[src/sv/fae_pkg.sv]
`default_nettype none
// ---------------------------------------------------------------------------
// fae_pkg
// Shared constants, types and decode tables of the four-register ALU
// executor.
// ---------------------------------------------------------------------------
package fae_pkg;

    localparam int NUM_REGS    = 4;
    localparam int WORD_BITS   = 32;
    localparam int REG_IDX_W   = $clog2(NUM_REGS);
    localparam int FIELD_W     = 32;
    localparam int OPC_W       = 4;
    localparam int NUM_OPS     = 16;
    localparam int MAP_W       = NUM_OPS * OPC_W;
    localparam logic [MAP_W-1:0] MAP_RESET = 64'hFEDC_BA98_7654_3210;

    localparam int QUEUE_DEPTH = 2;
    localparam int QPTR_W      = $clog2(QUEUE_DEPTH);
    localparam int QCNT_W      = $clog2(QUEUE_DEPTH + 1);

    localparam int IN_FIELDS_W = OPC_W + 3 * FIELD_W;
    localparam int IN_TDATA_W  = ((IN_FIELDS_W + 7) / 8) * 8;
    localparam int OUT_TDATA_W = 32;

    typedef logic [WORD_BITS-1:0] t_word;
    typedef logic [REG_IDX_W-1:0] t_reg_idx;

    typedef enum logic [OPC_W-1:0] {
        OP_ADDR, OP_ADDI, OP_MULR, OP_MULI,
        OP_BANR, OP_BANI, OP_BORR, OP_BORI,
        OP_SETR, OP_SETI, OP_GTIR, OP_GTRI,
        OP_GTRR, OP_EQIR, OP_EQRI, OP_EQRR
    } t_op;

    // bit i set: internal operation i reads that operand as a register
    localparam logic [NUM_OPS-1:0] READS_A_REG = 16'hD9FF;
    localparam logic [NUM_OPS-1:0] READS_B_REG = 16'hB455;

    typedef struct packed {
        t_op      op;
        t_reg_idx a_idx;
        t_reg_idx b_idx;
        t_reg_idx d_idx;
        t_word    imm_a;
        t_word    imm_b;
        logic     ok;
    } t_instr;

    function automatic logic is_reg_index(input logic [FIELD_W-1:0] v);
        return v < FIELD_W'(NUM_REGS);
    endfunction

    function automatic t_word to_word(input logic signed [FIELD_W-1:0] v);
        return WORD_BITS'(v);
    endfunction

endpackage
`default_nettype wire

[src/sv/four_register_alu_executor.sv]
`default_nettype none
// ---------------------------------------------------------------------------
// four_register_alu_executor
// Four-entry register machine with sixteen remappable ALU operations.
//
// Channel   Direction  Payload (low bit first)
// s_axis    in         tdata: opcode[3:0], operand_a, operand_b, dest_index
// m_axis    out        tdata: reg_zero; tuser: executed
// cfg       in         data: opcode_map (64 bits)
//
// One transaction per cycle if m_axis is ready; queue, then output register.
// The register file is read, updated and reported by the back stage in the
// same cycle, so consecutive instructions see each other's writes.
// Reset zeroes the register file and loads the identity opcode map.
// A two-entry queue decouples input acceptance from a stalled result.
// ---------------------------------------------------------------------------
module four_register_alu_executor (
    input  wire logic                             i_clk,
    input  wire logic                             i_rst_n,
    input  wire logic                             s_axis_tvalid,
    output logic                                  s_axis_tready,
    // opcode, operand_a, operand_b, dest_index, zero pad
    input  wire logic [fae_pkg::IN_TDATA_W-1:0]   s_axis_tdata,
    output logic                                  m_axis_tvalid,
    input  wire logic                             m_axis_tready,
    // reg_zero
    output logic [fae_pkg::OUT_TDATA_W-1:0]       m_axis_tdata,
    // executed
    output logic                                  m_axis_tuser,
    input  wire logic                             i_cfg_valid,
    output logic                                  o_cfg_ready,
    input  wire logic [fae_pkg::MAP_W-1:0]        i_cfg_data
);

    fae_pkg::t_instr front_instr;
    fae_pkg::t_instr queue_instr;
    logic            push;
    logic            pop;
    logic            queue_full;
    logic            queue_valid;

    fae_front u_front (
        .i_clk        (i_clk),
        .i_rst_n      (i_rst_n),
        .i_cfg_valid  (i_cfg_valid),
        .o_cfg_ready  (o_cfg_ready),
        .i_cfg_data   (i_cfg_data),
        .i_valid      (s_axis_tvalid),
        .o_ready      (s_axis_tready),
        .i_data       (s_axis_tdata),
        .i_queue_full (queue_full),
        .o_push       (push),
        .o_instr      (front_instr)
    );

    fae_queue u_queue (
        .i_clk   (i_clk),
        .i_rst_n (i_rst_n),
        .i_push  (push),
        .i_instr (front_instr),
        .o_full  (queue_full),
        .o_valid (queue_valid),
        .i_pop   (pop),
        .o_instr (queue_instr)
    );

    fae_back u_back (
        .i_clk      (i_clk),
        .i_rst_n    (i_rst_n),
        .i_valid    (queue_valid),
        .o_pop      (pop),
        .i_instr    (queue_instr),
        .o_valid    (m_axis_tvalid),
        .i_ready    (m_axis_tready),
        .o_reg_zero (m_axis_tdata),
        .o_executed (m_axis_tuser)
    );

endmodule
`default_nettype wire

[src/sv/fae_front.sv]
`default_nettype none
// ---------------------------------------------------------------------------
// fae_front
// Accepts instruction transactions, remaps the opcode, checks register
// indexes and pushes decoded instructions into the queue.
// ---------------------------------------------------------------------------
module fae_front (
    input  wire logic                          i_clk,
    input  wire logic                          i_rst_n,
    input  wire logic                          i_cfg_valid,
    output logic                               o_cfg_ready,
    input  wire logic [fae_pkg::MAP_W-1:0]     i_cfg_data,
    input  wire logic                          i_valid,
    output logic                               o_ready,
    input  wire logic [fae_pkg::IN_TDATA_W-1:0] i_data,
    input  wire logic                          i_queue_full,
    output logic                               o_push,
    output fae_pkg::t_instr                    o_instr
);

    logic [fae_pkg::MAP_W-1:0]   r_map;
    logic [fae_pkg::OPC_W-1:0]   opcode;
    logic [fae_pkg::FIELD_W-1:0] opnd_a;
    logic [fae_pkg::FIELD_W-1:0] opnd_b;
    logic [fae_pkg::FIELD_W-1:0] dest;
    fae_pkg::t_op                op;
    logic                        ok;

    assign o_cfg_ready = 1'b1;

    always_ff @(posedge i_clk) begin
        if (!i_rst_n) begin
            r_map <= fae_pkg::MAP_RESET;
        end else if (i_cfg_valid) begin
            r_map <= i_cfg_data;
        end
    end

    always_comb begin
        opcode = i_data[fae_pkg::OPC_W-1:0];
        opnd_a = i_data[fae_pkg::OPC_W +: fae_pkg::FIELD_W];
        opnd_b = i_data[fae_pkg::OPC_W + fae_pkg::FIELD_W +: fae_pkg::FIELD_W];
        dest   = i_data[fae_pkg::OPC_W + 2 * fae_pkg::FIELD_W +: fae_pkg::FIELD_W];
        op     = fae_pkg::t_op'(r_map[{opcode, 2'b00} +: fae_pkg::OPC_W]);
        ok     = fae_pkg::is_reg_index(dest)
                 && (!fae_pkg::READS_A_REG[op] || fae_pkg::is_reg_index(opnd_a))
                 && (!fae_pkg::READS_B_REG[op] || fae_pkg::is_reg_index(opnd_b));

        o_instr.op    = op;
        o_instr.a_idx = opnd_a[fae_pkg::REG_IDX_W-1:0];
        o_instr.b_idx = opnd_b[fae_pkg::REG_IDX_W-1:0];
        o_instr.d_idx = dest[fae_pkg::REG_IDX_W-1:0];
        o_instr.imm_a = fae_pkg::to_word(opnd_a);
        o_instr.imm_b = fae_pkg::to_word(opnd_b);
        o_instr.ok    = ok;
    end

    assign o_ready = !i_queue_full;
    assign o_push  = i_valid && !i_queue_full;

endmodule
`default_nettype wire

[src/sv/fae_queue.sv]
`default_nettype none
// ---------------------------------------------------------------------------
// fae_queue
// Short queue of decoded instructions between front and back.
// ---------------------------------------------------------------------------
module fae_queue (
    input  wire logic            i_clk,
    input  wire logic            i_rst_n,
    input  wire logic            i_push,
    input  wire fae_pkg::t_instr i_instr,
    output logic                 o_full,
    output logic                 o_valid,
    input  wire logic            i_pop,
    output fae_pkg::t_instr      o_instr
);

    fae_pkg::t_instr              r_slot [fae_pkg::QUEUE_DEPTH];
    logic [fae_pkg::QPTR_W-1:0]   r_wr_ptr;
    logic [fae_pkg::QPTR_W-1:0]   r_rd_ptr;
    logic [fae_pkg::QCNT_W-1:0]   r_count;
    logic [fae_pkg::QPTR_W-1:0]   n_wr_ptr;
    logic [fae_pkg::QPTR_W-1:0]   n_rd_ptr;
    logic [fae_pkg::QCNT_W-1:0]   n_count;

    assign o_full  = r_count == fae_pkg::QCNT_W'(fae_pkg::QUEUE_DEPTH);
    assign o_valid = r_count != '0;
    assign o_instr = r_slot[r_rd_ptr];

    always_comb begin
        n_wr_ptr = r_wr_ptr;
        n_rd_ptr = r_rd_ptr;
        n_count  = r_count;
        if (i_push) begin
            n_wr_ptr = (r_wr_ptr == fae_pkg::QPTR_W'(fae_pkg::QUEUE_DEPTH - 1))
                       ? '0 : r_wr_ptr + 1'b1;
        end
        if (i_pop) begin
            n_rd_ptr = (r_rd_ptr == fae_pkg::QPTR_W'(fae_pkg::QUEUE_DEPTH - 1))
                       ? '0 : r_rd_ptr + 1'b1;
        end
        if (i_push && !i_pop) begin
            n_count = r_count + 1'b1;
        end else if (i_pop && !i_push) begin
            n_count = r_count - 1'b1;
        end
    end

    always_ff @(posedge i_clk) begin
        if (!i_rst_n) begin
            r_wr_ptr <= '0;
            r_rd_ptr <= '0;
            r_count  <= '0;
        end else begin
            r_wr_ptr <= n_wr_ptr;
            r_rd_ptr <= n_rd_ptr;
            r_count  <= n_count;
        end
    end

    always_ff @(posedge i_clk) begin
        if (i_push) begin
            r_slot[r_wr_ptr] <= i_instr;
        end
    end

    a_count_bound: assert property (@(posedge i_clk) disable iff (!i_rst_n)
        r_count <= fae_pkg::QCNT_W'(fae_pkg::QUEUE_DEPTH))
        else $error("queue count beyond depth");

    a_no_overflow: assert property (@(posedge i_clk) disable iff (!i_rst_n)
        !(i_push && o_full))
        else $error("push into full queue");

    a_no_underflow: assert property (@(posedge i_clk) disable iff (!i_rst_n)
        !(i_pop && !o_valid))
        else $error("pop from empty queue");

endmodule
`default_nettype wire

[src/sv/fae_back.sv]
`default_nettype none
// ---------------------------------------------------------------------------
// fae_back
// Executes decoded instructions on the register file and registers the
// result transaction.
// ---------------------------------------------------------------------------
module fae_back (
    input  wire logic                           i_clk,
    input  wire logic                           i_rst_n,
    input  wire logic                           i_valid,
    output logic                                o_pop,
    input  wire fae_pkg::t_instr                i_instr,
    output logic                                o_valid,
    input  wire logic                           i_ready,
    output logic [fae_pkg::OUT_TDATA_W-1:0]     o_reg_zero,
    output logic                                o_executed
);

    fae_pkg::t_word r_rf [fae_pkg::NUM_REGS];
    logic           r_out_valid;
    logic [fae_pkg::OUT_TDATA_W-1:0] r_reg_zero;
    logic           r_executed;

    fae_pkg::t_word va;
    fae_pkg::t_word vb;
    fae_pkg::t_word mul_b;
    fae_pkg::t_word prod;
    fae_pkg::t_word res;
    fae_pkg::t_word n_zero;
    logic           gt_ia_vb;
    logic           gt_va_ib;
    logic           gt_va_vb;
    logic           eq_ia_vb;
    logic           eq_va_ib;
    logic           eq_va_vb;
    logic           write_en;

    assign o_pop = i_valid && (!r_out_valid || i_ready);

    always_comb begin
        va       = r_rf[i_instr.a_idx];
        vb       = r_rf[i_instr.b_idx];
        mul_b    = (i_instr.op == fae_pkg::OP_MULR) ? vb : i_instr.imm_b;
        prod     = va * mul_b;
        gt_ia_vb = $signed(i_instr.imm_a) > $signed(vb);
        gt_va_ib = $signed(va) > $signed(i_instr.imm_b);
        gt_va_vb = $signed(va) > $signed(vb);
        eq_ia_vb = i_instr.imm_a == vb;
        eq_va_ib = va == i_instr.imm_b;
        eq_va_vb = va == vb;
        case (i_instr.op)
            fae_pkg::OP_ADDR: res = va + vb;
            fae_pkg::OP_ADDI: res = va + i_instr.imm_b;
            fae_pkg::OP_MULR: res = prod;
            fae_pkg::OP_MULI: res = prod;
            fae_pkg::OP_BANR: res = va & vb;
            fae_pkg::OP_BANI: res = va & i_instr.imm_b;
            fae_pkg::OP_BORR: res = va | vb;
            fae_pkg::OP_BORI: res = va | i_instr.imm_b;
            fae_pkg::OP_SETR: res = va;
            fae_pkg::OP_SETI: res = i_instr.imm_a;
            fae_pkg::OP_GTIR: res = fae_pkg::WORD_BITS'(gt_ia_vb);
            fae_pkg::OP_GTRI: res = fae_pkg::WORD_BITS'(gt_va_ib);
            fae_pkg::OP_GTRR: res = fae_pkg::WORD_BITS'(gt_va_vb);
            fae_pkg::OP_EQIR: res = fae_pkg::WORD_BITS'(eq_ia_vb);
            fae_pkg::OP_EQRI: res = fae_pkg::WORD_BITS'(eq_va_ib);
            fae_pkg::OP_EQRR: res = fae_pkg::WORD_BITS'(eq_va_vb);
            default:          res = '0;
        endcase
        write_en = o_pop && i_instr.ok;
        n_zero   = (i_instr.ok && i_instr.d_idx == '0) ? res : r_rf[0];
    end

    always_ff @(posedge i_clk) begin
        if (!i_rst_n) begin
            for (int i = 0; i < fae_pkg::NUM_REGS; i++) begin
                r_rf[i] <= '0;
            end
            r_out_valid <= 1'b0;
        end else begin
            if (write_en) begin
                r_rf[i_instr.d_idx] <= res;
            end
            if (o_pop) begin
                r_out_valid <= 1'b1;
            end else if (i_ready) begin
                r_out_valid <= 1'b0;
            end
        end
    end

    always_ff @(posedge i_clk) begin
        if (o_pop) begin
            r_reg_zero <= fae_pkg::OUT_TDATA_W'(n_zero);
            r_executed <= i_instr.ok;
        end
    end

    assign o_valid    = r_out_valid;
    assign o_reg_zero = r_reg_zero;
    assign o_executed = r_executed;

    a_hold_on_stall: assert property (@(posedge i_clk) disable iff (!i_rst_n)
        (r_out_valid && !i_ready) |=> $stable(r_rf[0]) && $stable(r_reg_zero))
        else $error("register state moved while result stalled");

    a_zero_matches: assert property (@(posedge i_clk) disable iff (!i_rst_n)
        $past(o_pop) |-> r_reg_zero == fae_pkg::OUT_TDATA_W'(r_rf[0]))
        else $error("reported register zero differs from register file");

    a_reject_no_write: assert property (@(posedge i_clk) disable iff (!i_rst_n)
        (o_pop && !i_instr.ok) |=> $stable(r_rf[0]))
        else $error("rejected instruction changed register zero");

endmodule
`default_nettype wire
[config.mk]
export PLATFORM = sky130hd
export DESIGN_NAME = four_register_alu_executor
export DESIGN_NICKNAME = d
export VERILOG_FILES = /design/src/sv/fae_pkg.sv /design/src/sv/four_register_alu_executor.sv /design/src/sv/fae_front.sv /design/src/sv/fae_queue.sv /design/src/sv/fae_back.sv
export SDC_FILE = /design/constraint.sdc
export NUM_CORES = 2
export LEC_CHECK = 0
export CAP_MARGIN = 20
export CORE_ASPECT_RATIO = 0.7
export CORE_MARGIN = 5
export CORE_UTILIZATION = 60
export DETAILED_ROUTE_END_ITERATION = 12
export DONT_BUFFER_PORTS = 1
export PLACE_DENSITY = 0.76
export RECOVER_POWER = 50
export SYNTH_ARGS = -nofsm -noshare
export SYNTH_HDL_FRONTEND = slang
export SYNTH_HIERARCHICAL = 1
export SYNTH_SLANG_ARGS = --single-unit
export TNS_END_PERCENT = 100
[constraint.sdc]
create_clock -name i_clk -period 14.15 [get_ports i_clk]
set_input_delay 0.7075 -clock i_clk [delete_from_list [all_inputs] [get_ports i_clk]]
set_output_delay 0.7075 -clock i_clk [all_outputs]
set_load 0.02 [all_outputs]
==> metrics.md <==
| Metric | Value |
|---|---|
| Result of the run | finished with violations |
| Violations in the final reports | capacitance limit, slew limit |
| Number of nets with antenna violations after routing | 0 |
| Number of top-level pins | 209 |
| Count of endpoints failing hold in the final timing report | 0 |
| Pin count of the biggest net entering global routing | between 80 and 90 |
| Number of synthesized flops with an enable pin | 311 |
| Routability-driven placement congestion ratio | 1.045 |
| Complex-gate fraction of the synthesized area | 8.480% |
| Iteration count of the initial detailed-routing pass | 7 |
| Resize count post-CTS | 0 |
| Area of all sequential standard cells | 0.01074 mm² |
| Per-cell via count in the routed design | between 6 and 7 |
| Main combinational cell family by area after synthesis | adder cells |
| Area growth, synth to finish | 3.465% |
| Register area share after synthesis | 27.88% |
| Fill cell count | 5172 |
| Relative max-transition margin | -142.5% |
| Net count of the mapped netlist | 4725 |
| Achievable Freq | 85.70 MHz |
| IO buf count | 0 |
| Row count | 77 |
| Fraction of synthesis flops using an asynchronous set or reset pin | 0% |
| Syn avg cell area | 9.906 µm² |
| Portion of synthesized cell area occupied by the leading cell type | 24.24% |
| Final #Nets | 4577 |
| Clock tree from TritonCTS | yes |
| Clock Tree Buf Depth | 3 |
| Commonest cells in the synthesized netlist | 493 x sky130_fd_sc_hd__inv_1, 489 x sky130_fd_sc_hd__nor2_1, 409 x sky130_fd_sc_hd__fa_1 |
| Min-delay worst type | input pin to register |
| Worst Path Max Fanout | 69 |
| Total congestion overflow | 0 |
| Post CTS Setup Buffer Count | 0 |
| Share of cells above drive strength 1 | 8.417% |
| Starting density of the core | 60.77% |
| Worst-case clock skew | 18.75 ps |
| Cts-stage hold buffer count | 0 |
| Die span in x | 312.9 µm |
| Number of antenna violations at the first check in global routing | 4 |
| Clock latency on the worst-skew pair | 610 ps |
| Bufs and invs on worst path | 7 |
| Data arrival, critical path | 12000 ps |
| Startpoint Class | register |
| Hold Crit Start | i_rst_n |
| Post-synthesis adder-cell area fraction | between 20% and 30% |
| H-tree depth | 1 |
| Slew @ Worst Pin | 3638 ps |
| Routed wire length per instance | 27.52 µm |
| Post-synthesis instance total | 3889 |
| Setup-failing EPs final | 0 |
| Number of buffers created by CTS | 31 |
| Library cell contributing the largest single delay on the critical path | sky130_fd_sc_hd__a211oi_1 |
| Global Route Usage Sum | 35.90% |
| Distinct cells, synth | slightly below 80 |
| Xor/xnor cell area share of the yosys netlist | 2.481% |
| Vias in the first global route | about 28000 |
| Clock Sink Count | 381 |
| Core area | between 0.06 and 0.07 mm² |
| Cell area after synthesis | 0.03852 mm² |
| Synthesis warning total | 6 |
| Post-synthesis share of cell area spent on and, or, nand and nor gates | a little over an eighth |
| Number of design rule violations left after detail routing | 0 |
| Synth area leader | sky130_fd_sc_hd__edfxtp_1 |
| Clock slew at the register clock pins of the worst setup and hold paths | roughly 70 ps |
| Die Area | around 0.07 mm² |
| Most frequent cell after synthesis | sky130_fd_sc_hd__inv_1 |
| Final clock period utilization by the worst path | about 82% |
| Mux share of post-synthesis cell area | 9.598% |
| Worst path top cell family by delay | adder cells |
| Critical Path Sink Type | register |
| Flip-flop and latch count after synthesis | 381 |
| Crit path largest cell delay | about 830 ps |
| Setup CP Type | register to register |
| Dominant cells by area after synthesis | sky130_fd_sc_hd__edfxtp_1 24%, sky130_fd_sc_hd__fa_1 21%, sky130_fd_sc_hd__ha_1 8.2%, sky130_fd_sc_hd__inv_1 4.8%, sky130_fd_sc_hd__nor2_1 4.8% |
| First-pass GRT wire length | 185300 µm |
| Reported max-cap violation count | 2 |
| Final WL | between 100000 and 150000 µm |
| Final total negative setup slack | 0 ps |
| CP required | around 14000 ps |
| RSZ-0062 raised after global routing | no |
| Synth Flop Type | sky130_fd_sc_hd__edfxtp_1 |
| Via count | 29223 |
| Estimated wirelength of the detail-placed design | 95190 µm |
| Drt first-iter violations | 4136 |
| Dominant cell type by count on the critical path | sky130_fd_sc_hd__fa_1 |
| Number of pins with negative max-slew slack in the final report | 104 |
| Root cell of the clock tree | sky130_fd_sc_hd__clkbuf_16 |
| Multi-input gate area in the final layout | about 0.025 mm² |
| Final critical path time including I/O delays and setup | 11670 ps |
| Overall die height | between 200 and 250 µm |
==> path summary, 6_finish.rpt <==
path,endpoint,cells after the start,slack [ps]
worst max-delay path,u_back/o_reg_zero[28],30,2480
worst min-delay path,u_front/r_map[39],1,160
worst max register to register,u_back/o_reg_zero[28],30,2480
worst min register to register,u_front/r_map[58],2,470
==> placed cells by master, fill, tap and decap left out, types with 17 or more instances in the layout <==
| master | n |
|---|---|
| sky130_fd_sc_hd__clkbuf_16 | 32 |
| sky130_fd_sc_hd__edfxtp_1 | 311 |
| sky130_fd_sc_hd__and2_1 | 25 |
| sky130_fd_sc_hd__nor4_1 | 23 |
| sky130_fd_sc_hd__xnor2_1 | 76 |
| sky130_fd_sc_hd__o21ai_0 | 173 |
| sky130_fd_sc_hd__inv_1 | 497 |
| sky130_fd_sc_hd__xor2_1 | 28 |
| sky130_fd_sc_hd__fa_1 | 409 |
| sky130_fd_sc_hd__o21a_1 | 17 |
| sky130_fd_sc_hd__nand4_1 | 27 |
| sky130_fd_sc_hd__a21o_1 | 64 |
| sky130_fd_sc_hd__nand2_1 | 386 |
| sky130_fd_sc_hd__buf_4 | 76 |
| sky130_fd_sc_hd__nor2_1 | 489 |
| sky130_fd_sc_hd__nand3_1 | 18 |
| sky130_fd_sc_hd__nand2b_1 | 56 |
| sky130_fd_sc_hd__a21oi_1 | 129 |
| sky130_fd_sc_hd__mux2i_1 | 121 |
| sky130_fd_sc_hd__a221o_1 | 17 |
| sky130_fd_sc_hd__maj3_1 | 17 |
| sky130_fd_sc_hd__ha_1 | 254 |
| sky130_fd_sc_hd__dfxtp_1 | 69 |
| sky130_fd_sc_hd__mux2_2 | 96 |
| sky130_fd_sc_hd__nor2b_1 | 63 |
| sky130_fd_sc_hd__mux4_2 | 59 |
==> cell type report <==
class,instances,area share [%]
timing repair buffer,80,1.497
clock buffer,40,2.235
inverter,498,4.690
multi-input combinational,2749,61.69
sequential,381,26.96
tap,829,2.602
antenna,1,0.006278
clock inverter,18,0.3265
==> state kept, by name, indices dropped and copies added, names as in the netlist, named ones only <==
signal,cells
u_back/o_executed,1
u_back/o_valid,1
u_queue/r_slot,150
u_back/o_reg_zero,32
u_queue/r_count,2
u_queue/r_wr_ptr,1
u_back/r_rf,128
u_front/r_map,64
u_queue/r_rd_ptr,1
==> stage by stage <==
stage | area, µm² | hold WS [ps] | utilization, % | setup slack (ps) | cells
final | 39860 | 161.5 | 62.87 | 2482 | 4596
after global routing | 39860 | 146.6 | 62.87 | 2067 | 4595
after CTS | 39850 | 136.5 | 62.86 | 2643 | 4592
after detailed placement | 38830 | 454.5 | 61.25 | 2646 | 4534
after global placement | 38830 | 448.2 | 61.25 | 2755 | 4534
after floorplan | 38520 | 435.8 | - | 4733 | 3889
==> routing by layer <==
metal	track usage, %	up-vias	wire length, µm
met2	49.18	1917	50450
met1	53.33	14508	51910
met4	7.187	6	3054
met3	15.50	211	20880
li1	-	12581	-
met5	1.791	-	180
==> cells by family after synthesis <==
group / after synthesis
other: 1
AND/OR/NAND/NOR: 1157
multiplexers: 281
AO/OA/AOI/OAI: 524
buffers and inverters: 759
adder cells (fa/ha/maj): 680
flip-flops: 381
XOR/XNOR: 106
Power is left out: the tool's default activity adds up to more than one toggle a clock period on the data nets, which glitch-free logic cannot reach.
